$ cat config.mk
export PLATFORM = sky130hd
export DESIGN_NAME = button_debounce_press_classifier
export DESIGN_NICKNAME = d
export VERILOG_FILES = /design/src/sv/bdpc_pkg.sv /design/src/sv/button_debounce_press_classifier.sv
export SDC_FILE = /design/constraint.sdc
export NUM_CORES = 1
export LEC_CHECK = 0
export BUFFER_PORTS_ARGS = -buffer_cell sky130_fd_sc_hd__buf_2
export CAP_MARGIN = 40
export CORE_UTILIZATION = 50
export CTS_CLUSTER_SIZE = 8
export DETAILED_ROUTE_END_ITERATION = 8
export GPL_TIMING_DRIVEN = 0
export PLACE_DENSITY_LB_ADDON = 0.3
export SYNTH_ARGS = -nofsm -noshare
export SYNTH_HDL_FRONTEND = slang
export SYNTH_SLANG_ARGS = --single-unit
$ cat constraint.sdc
create_clock -name clk_i -period 4.2 [get_ports clk_i]
set_input_delay 0 -clock clk_i [delete_from_list [all_inputs] [get_ports clk_i]]
set_output_delay 0 -clock clk_i [all_outputs]
set_load 0.03 [all_outputs]
$ cat src/sv/bdpc_pkg.sv
package bdpc_pkg;

  // Width of the threshold and window registers
  localparam int unsigned CfgW = 16;

  // Default width of the debounce and press-duration counters
  localparam int unsigned CountBitsDef = 16;

  // Configuration port
  localparam int unsigned CfgIdxW = 8;

  localparam logic [CfgIdxW-1:0] CFG_DEBOUNCE_TICKS   = CfgIdxW'(0);
  localparam logic [CfgIdxW-1:0] CFG_LONG_PRESS_TICKS = CfgIdxW'(1);
  localparam logic [CfgIdxW-1:0] CFG_XLONG_PRESS_TICKS = CfgIdxW'(2);
  localparam logic [CfgIdxW-1:0] CFG_ACTIVE_LEVEL     = CfgIdxW'(3);

  // Register values after reset
  localparam logic [CfgW-1:0] DEBOUNCE_TICKS_RST   = CfgW'(10);
  localparam logic [CfgW-1:0] LONG_PRESS_TICKS_RST = CfgW'(900);
  localparam logic [CfgW-1:0] XLONG_PRESS_TICKS_RST = CfgW'(3000);
  localparam logic            ACTIVE_LEVEL_RST     = 1'b0;

  // Stream widths, padded to whole bytes
  localparam int unsigned InDataW  = 8;
  localparam int unsigned OutDataW = 8;

  typedef enum logic [1:0] {
    CLS_NONE  = 2'd0,
    CLS_SHORT = 2'd1,
    CLS_LONG  = 2'd2,
    CLS_XLONG = 2'd3
  } press_class_e;

endpackage

$ cat src/sv/button_debounce_press_classifier.sv
// Channel    | Direction | Handshake                  | Payload
// s_axis     | in        | s_axis_tvalid/s_axis_tready | tdata[0] raw_level
// m_axis     | out       | m_axis_tvalid/m_axis_tready | tdata[1:0] press_class
// cfg        | in        | cfg_valid_i/cfg_ready_o     | cfg_index_i, cfg_data_i
//
// One tick a cycle while m_axis does not stall: the state update and classification are done in the
// accepting cycle, the class is registered at the accepting edge and is shown
// on m_axis from the next cycle.
// Throughput is set by the output register alone: a new tick is taken whenever
// that register is empty or being emptied in the same cycle.
// Reset clears the state and the output valid flag and loads the default settings.
// A stall on m_axis holds the class and stops s_axis; cfg is always ready.
module button_debounce_press_classifier #(
  parameter int unsigned COUNT_BITS = bdpc_pkg::CountBitsDef
) (
  input  logic                          clk_i,
  input  logic                          rst_ni,
  // slave stream
  input  logic                          s_axis_tvalid,
  output logic                          s_axis_tready,
  input  logic [bdpc_pkg::InDataW-1:0]  s_axis_tdata,   // [0] raw_level, rest zero
  // master stream
  output logic                          m_axis_tvalid,
  input  logic                          m_axis_tready,
  output logic [bdpc_pkg::OutDataW-1:0] m_axis_tdata,   // [1:0] press_class, rest zero
  // configuration writes
  input  logic                          cfg_valid_i,
  output logic                          cfg_ready_o,
  input  logic [bdpc_pkg::CfgIdxW-1:0]  cfg_index_i,
  input  logic [bdpc_pkg::CfgW-1:0]     cfg_data_i
);

  // Compare width covers both the counters and the 16-bit thresholds
  localparam int unsigned CmpW =
    (COUNT_BITS > bdpc_pkg::CfgW) ? COUNT_BITS : bdpc_pkg::CfgW;

  logic                      s_acc, m_acc;

  logic [bdpc_pkg::CfgW-1:0] debounce_ticks_q, long_ticks_q, xlong_ticks_q;
  logic                      active_level_q;

  logic                      stable_q, stable_d;
  logic                      in_db_q, in_db_d;
  logic [COUNT_BITS-1:0]     db_cnt_q, db_cnt_d, db_inc;
  logic [COUNT_BITS-1:0]     press_cnt_q, press_cnt_d, press_inc;
  logic                      pressed;
  bdpc_pkg::press_class_e    cls_d, cls_q;
  logic                      out_valid_q;

  assign s_acc         = s_axis_tvalid && s_axis_tready;
  assign m_acc         = m_axis_tvalid && m_axis_tready;
  assign s_axis_tready = !out_valid_q || m_axis_tready;
  assign cfg_ready_o   = 1'b1;

  // Configuration registers
  always_ff @(posedge clk_i or negedge rst_ni) begin
    if (!rst_ni) begin
      debounce_ticks_q <= bdpc_pkg::DEBOUNCE_TICKS_RST;
      long_ticks_q     <= bdpc_pkg::LONG_PRESS_TICKS_RST;
      xlong_ticks_q    <= bdpc_pkg::XLONG_PRESS_TICKS_RST;
      active_level_q   <= bdpc_pkg::ACTIVE_LEVEL_RST;
    end else if (cfg_valid_i && cfg_ready_o) begin
      case (cfg_index_i)
        bdpc_pkg::CFG_DEBOUNCE_TICKS:    debounce_ticks_q <= cfg_data_i;
        bdpc_pkg::CFG_LONG_PRESS_TICKS:  long_ticks_q     <= cfg_data_i;
        bdpc_pkg::CFG_XLONG_PRESS_TICKS: xlong_ticks_q    <= cfg_data_i;
        bdpc_pkg::CFG_ACTIVE_LEVEL:      active_level_q   <= cfg_data_i[0];
        default: ;
      endcase
    end
  end

  // Saturating increments
  assign db_inc    = (&db_cnt_q)    ? db_cnt_q    : db_cnt_q + COUNT_BITS'(1);
  assign press_inc = (&press_cnt_q) ? press_cnt_q : press_cnt_q + COUNT_BITS'(1);

  assign pressed = (s_axis_tdata[0] == active_level_q);

  // Debounce window
  always_comb begin
    stable_d = stable_q;
    in_db_d  = in_db_q;
    db_cnt_d = db_cnt_q;
    if (!in_db_q && (pressed != stable_q)) begin
      in_db_d  = 1'b1;
      db_cnt_d = '0;
    end else if (in_db_q) begin
      db_cnt_d = db_inc;
      if (CmpW'(db_inc) < CmpW'(debounce_ticks_q)) begin
        // level went back before the window elapsed: drop it
        if (pressed == stable_q) in_db_d = 1'b0;
      end else begin
        in_db_d  = 1'b0;
        stable_d = pressed;
      end
    end
  end

  // Press duration and classification on an accepted edge
  always_comb begin
    press_cnt_d = press_inc;
    cls_d       = bdpc_pkg::CLS_NONE;
    if (stable_d != stable_q) begin
      if (stable_d) begin
        press_cnt_d = '0;
      end else if (CmpW'(press_inc) > CmpW'(xlong_ticks_q)) begin
        cls_d = bdpc_pkg::CLS_XLONG;
      end else if (CmpW'(press_inc) > CmpW'(long_ticks_q)) begin
        cls_d = bdpc_pkg::CLS_LONG;
      end else begin
        cls_d = bdpc_pkg::CLS_SHORT;
      end
    end
  end

  // State registers, advanced once per accepted tick
  always_ff @(posedge clk_i or negedge rst_ni) begin
    if (!rst_ni) begin
      stable_q    <= 1'b0;
      in_db_q     <= 1'b0;
      db_cnt_q    <= '0;
      press_cnt_q <= '0;
    end else if (s_acc) begin
      stable_q    <= stable_d;
      in_db_q     <= in_db_d;
      db_cnt_q    <= db_cnt_d;
      press_cnt_q <= press_cnt_d;
    end
  end

  // Output register
  always_ff @(posedge clk_i or negedge rst_ni) begin
    if (!rst_ni) begin
      out_valid_q <= 1'b0;
    end else if (s_acc) begin
      out_valid_q <= 1'b1;
    end else if (m_acc) begin
      out_valid_q <= 1'b0;
    end
  end

  always_ff @(posedge clk_i) begin
    if (s_acc) cls_q <= cls_d;
  end

  assign m_axis_tvalid = out_valid_q;
  assign m_axis_tdata  = {{(bdpc_pkg::OutDataW-2){1'b0}}, cls_q};

  // An accepted press restarts the duration count
  a_press_clears_count: assert property (@(posedge clk_i) disable iff (!rst_ni)
    (s_acc && stable_d && !stable_q) |=> (press_cnt_q == '0))
    else $error("press count not cleared on accepted press");

  // An accepted release always yields a class on the next output
  a_release_reports: assert property (@(posedge clk_i) disable iff (!rst_ni)
    (s_acc && !stable_d && stable_q) |=>
      (m_axis_tvalid && (cls_q != bdpc_pkg::CLS_NONE)))
    else $error("release not reported");

  // The stable state only changes at the end of an open window
  a_stable_via_window: assert property (@(posedge clk_i) disable iff (!rst_ni)
    (stable_q != $past(stable_q)) |-> $past(in_db_q))
    else $error("stable state changed without a debounce window");

endmodule

==> summary.md <==
| Metric | Value |
|---|---|
| Number of warnings printed during yosys synthesis | 0 |
| Initial DRC count | 236 |
| Crit. End Element | flop |
| Count of unique library cells instantiated by Yosys | 60 |
| Req. time, crit path | 4460 ps |
| Post-synthesis sequential area ratio | 38.8% |
| Layout Cells excl Fill | 812 |
| Total of max-cap violations | 0 |
| Share of synthesized registers carrying an async set or reset | 97.7% |
| Flops & latches, synth | 86 |
| Reg clk slew, reported paths | 100 ps |
| Setup repair after global routing missed its margin | no |
| Cell Pwr Density | 333 mW/mm^2 |
| Worst R2R Start | db_cnt_q[0] |
| Die Outline Area | 0.0117 mm^2 |
| Worst Hold Endpoint | active_level_q |
| EDFF count, synth | 2 |
| Source of the worst hold timing path | cfg_index_i[5] |
| Share of final-layout standard cells stronger than drive strength 1 | 26.0% |
| TritonCTS clock tree | done |
| Leak Pwr | 3.09 nW |
| Final TNS setup | 0 ps |
| Row count | 38 |
| Core area | 0.0109 mm^2 |
| Routed vias | 4637 |
| Final count of negative-setup-slack endpoints | 0 |
| Filler cell count | 914 |
| Peak Freq | 248 MHz |
| Avg Cell Area, Syn | 9.72 um^2 |
| Placed instance count | 757 |
| Number of hold-slack violations in the final timing report | 0 |
| Area of the mapped netlist | 0.00562 mm^2 |
| Critical Path Max Stage Delay | 380 ps |
| Fraction of the mapped netlist area in adder cells | 11.1% |
| Count of H-tree levels built during CTS | 3 |
| Number of primary I/O pins | 48 |
| Share of synthesized cell area in and, or, nand and nor gates | 17.1% |
| Post-route DRC | 0 |
| Cells on Worst Hold Path | 4 |
| Detail-routed net length per standard cell | 16.7 um |
| Slew of the pin with the lowest slew margin | 918 ps |
| Setup clock skew after layout | 11.6 ps |
| Vias in the first global route | 4614 |
| Pins Over Slew Limit | 0 |
| Final cycle utilization of the critical path | 95.9% |
| GP Congestion | 0.868 |
| Via density per instance | 5.71 |
| Synthesized-area fraction occupied by ao, oa, aoi and oai cells | 12.3% |
| Critical Path AT | 4290 ps |
| Ys flop type | sky130_fd_sc_hd__dfrtp_1 |
| Overflow after GRT | 0 |
| WP buf/inv | 4 |
| CP dominant cell by count | sky130_fd_sc_hd__buf_4 |
| Horizontal extent of the die | 108 um |
| Number of I/O port buffers | 33 |
| Initial antenna violation count | 0 |
| HPWL reported at the end of detailed placement | 10.0 mm |
| Area added between synthesis and finish | 18.7% |
| Worst max-slew margin expressed relative to the limit | 38.3% |
| Height of the die | 108 um |
| Critical path class | reg -> reg |
| Gate family responsible for the most delay along the worst path | simple AND/OR/NAND/NOR gates |
| Outcome | finished, final reports clean |
| Critical path cell sequence | buf_4, nand3_1, or2_4, nor3_4, buf_12, nand4_1, xnor2_1, ha_1, nand4_1, o2111a_1, o21a_4, nor3_4, mux2i_1, ha_1, nand2b_4, nor4_4, buf_4, buf_4, nor3_1 |
| Clock latency of the later-clocked register in the worst-skew pair | 380 ps |
| Xor/xnor cell area share of the yosys netlist | 5.61% |
| Num Clock Sinks | 86 |
| Worst Setup Slack, final | 173 ps |
| Worst-case reg-to-reg path depth | 19 |
| Hold WC Path Type | in -> reg |
| Detailed-routing iteration count for the pre-antenna-repair pass | 5 |
| Worst setup slack for register-to-register paths | 170 ps |
| Cells after Synth | 578 |
| ANT nets after route | 0 |
| Pin count of the biggest net entering global routing | 44 |
| Count of nets after finishing | 754 |
| Critical register-to-register path endpoint | press_cnt_q[2] |
| Crit-path max FO | 8 |
| Critical Path Source Type | flop |
| Starting utilization of the core area | 51.6% |
| Largest voltage drop on the vdd net | 0.277 mV |
| Wire length of the first global-routing pass | 22.1 mm |
| CTS root buf | sky130_fd_sc_hd__clkbuf_8 |
| Critical path's slowest cell | sky130_fd_sc_hd__dfrtp_1 |
| Final wirelength | 13.5 mm |
| Overall global routing resource usage | 25.0% |
| CTS buffer count | 9 |
| Mux cell area share after synthesis | 8.89% |
| Worst setup slack after placement | -704 ps |
| Largest family of logic cells by synthesized area | simple AND/OR/NAND/NOR gates |
| Tmin final | 4030 ps |
| Diodes inserted | 0 |
| Max clock buf depth | 2 |
==> cells in the final DEF (no fill, tap or decap), types with 21 or more instances in the layout <==
cell type	instances
sky130_fd_sc_hd__buf_2	33
sky130_fd_sc_hd__xnor2_1	21
sky130_fd_sc_hd__buf_4	26
sky130_fd_sc_hd__dlygate4sd3_1	21
sky130_fd_sc_hd__nand2_1	55
sky130_fd_sc_hd__ha_1	48
sky130_fd_sc_hd__inv_1	52
sky130_fd_sc_hd__mux2_2	39
sky130_fd_sc_hd__o21ai_0	40
sky130_fd_sc_hd__dfrtp_1	70
==> cell type report <==
type                            instances  area, um^2  area share (%)
Multi-Input combinational cell        418        3220            48.3
Sequential cell                        86        2180            32.7
Timing Repair Buffer                   74         561            8.41
Inverter                               52         195            2.93
Tap cell                              140         175            2.63
Buffer                                 26         148            2.22
Clock buffer                            9         124            1.86
Clock inverter                          7        62.6           0.939
==> worst min-delay path, cell delays in order <==
cell and delay, ps:
sky130_fd_sc_hd__buf_2 80, sky130_fd_sc_hd__nor4_1 60, sky130_fd_sc_hd__nand3_1 90, sky130_fd_sc_hd__mux2_2 140
==> where the power goes <==
group	leakage, nW	internal (W)	switching, W
Combinational	1.95	0.000300	0.000388
Sequential	1.05	0.000907	0.0000558
Clock	0.0931	0.000228	0.000337
Total	3.09	0.00144	0.000780
==> routing by layer <==
metal | wire length, um | vias up | global-route usage [%]
met2 | 6760 | 122 | 43.4
met3 | 553 | 35 | 5.06
met1 | 5790 | 2262 | 30.0
met4 | 420 | 0 | 10.7
li1 | - | 2218 | -
met5 | 0 | - | 0
==> timing repair <==
action,4_1_cts,5_1_grt
hold endpoints to repair,92,0
pin swaps,9,11
setup buffers,11,7
gates cloned,1,0
hold buffers,21,0
resized for setup,13,12
setup endpoints to repair,17,16
==> sequential cells by signal, summed over array words and instances, names as in the netlist <==
| name | count |
|---|---|
| m_axis_tvalid | 1 |
| stable_q | 1 |
| active_level_q | 1 |
| debounce_ticks_q | 16 |
| xlong_ticks_q | 16 |
| in_db_q | 1 |
| press_cnt_q | 16 |
| db_cnt_q | 16 |
| cls_q | 2 |
| long_ticks_q | 16 |
==> logic make-up after synthesis <==
logic type / Yosys count
multiplexers: 45
AND/OR/NAND/NOR: 171
XOR/XNOR: 36
AO/OA/AOI/OAI: 109
other: 2
buffers and inverters: 79
flip-flops: 86
adder cells (fa/ha/maj): 50
==> Yosys cell counts (3+ instances only) <==
master,number,area share [%]
sky130_fd_sc_hd__a211oi_1,3,0.40
sky130_fd_sc_hd__a21oi_1,18,1.6
sky130_fd_sc_hd__a31oi_1,6,0.67
sky130_fd_sc_hd__and3_1,3,0.33
sky130_fd_sc_hd__buf_4,7,0.94
sky130_fd_sc_hd__clkbuf_1,14,0.94
sky130_fd_sc_hd__dfrtp_1,71,32
sky130_fd_sc_hd__dfstp_2,13,6.1
sky130_fd_sc_hd__ha_1,50,11
sky130_fd_sc_hd__inv_1,52,3.5
sky130_fd_sc_hd__mux2_2,39,7.8
sky130_fd_sc_hd__mux2i_1,6,1.1
sky130_fd_sc_hd__nand2_1,55,3.7
sky130_fd_sc_hd__nand2b_1,6,0.67
sky130_fd_sc_hd__nand3_1,15,1.3
sky130_fd_sc_hd__nand4_1,19,2.1
sky130_fd_sc_hd__nor2_1,21,1.4
sky130_fd_sc_hd__nor3_1,16,1.4
sky130_fd_sc_hd__nor3_2,12,2.1
sky130_fd_sc_hd__nor3b_1,3,0.40
sky130_fd_sc_hd__nor4_1,3,0.33
sky130_fd_sc_hd__o211ai_1,4,0.53
sky130_fd_sc_hd__o21a_1,5,0.67
sky130_fd_sc_hd__o21ai_0,40,3.6
sky130_fd_sc_hd__o21ai_1,4,0.36
sky130_fd_sc_hd__o31ai_1,9,1.2
sky130_fd_sc_hd__or2_2,4,0.45
sky130_fd_sc_hd__xnor2_1,22,3.4
sky130_fd_sc_hd__xor2_1,14,2.2
==> how the worst max path moves through the flow <==
stage                      startpoint         endpoint  slack, ps  cells after the start
after floorplan           db_cnt_q[0]   press_cnt_q[4]         30                     18
after global placement    db_cnt_q[0]  press_cnt_q[12]       -590                     17
after detailed placement  db_cnt_q[4]   press_cnt_q[9]       -700                     18
after CTS                 db_cnt_q[3]   press_cnt_q[2]        0.8                     18
after global routing      db_cnt_q[0]   press_cnt_q[0]          5                     20
final                     db_cnt_q[0]   press_cnt_q[2]        170                     19
==> through the flow <==
stage	hold slack, ps	instance area [um^2]	util (%)	power, W
6_report	25.4	6670	61.2	0.00222
3_5_place_dp	30.0	6010	55.2	0.00163
4_1_cts	7.75	6560	60.2	0.00223
3_3_place_gp	211	5980	54.9	0.00159
2_1_floorplan	-296	5640	-	0.00145
5_1_grt	24.4	6670	61.2	0.00237
Power figures use the tool's default switching activity.
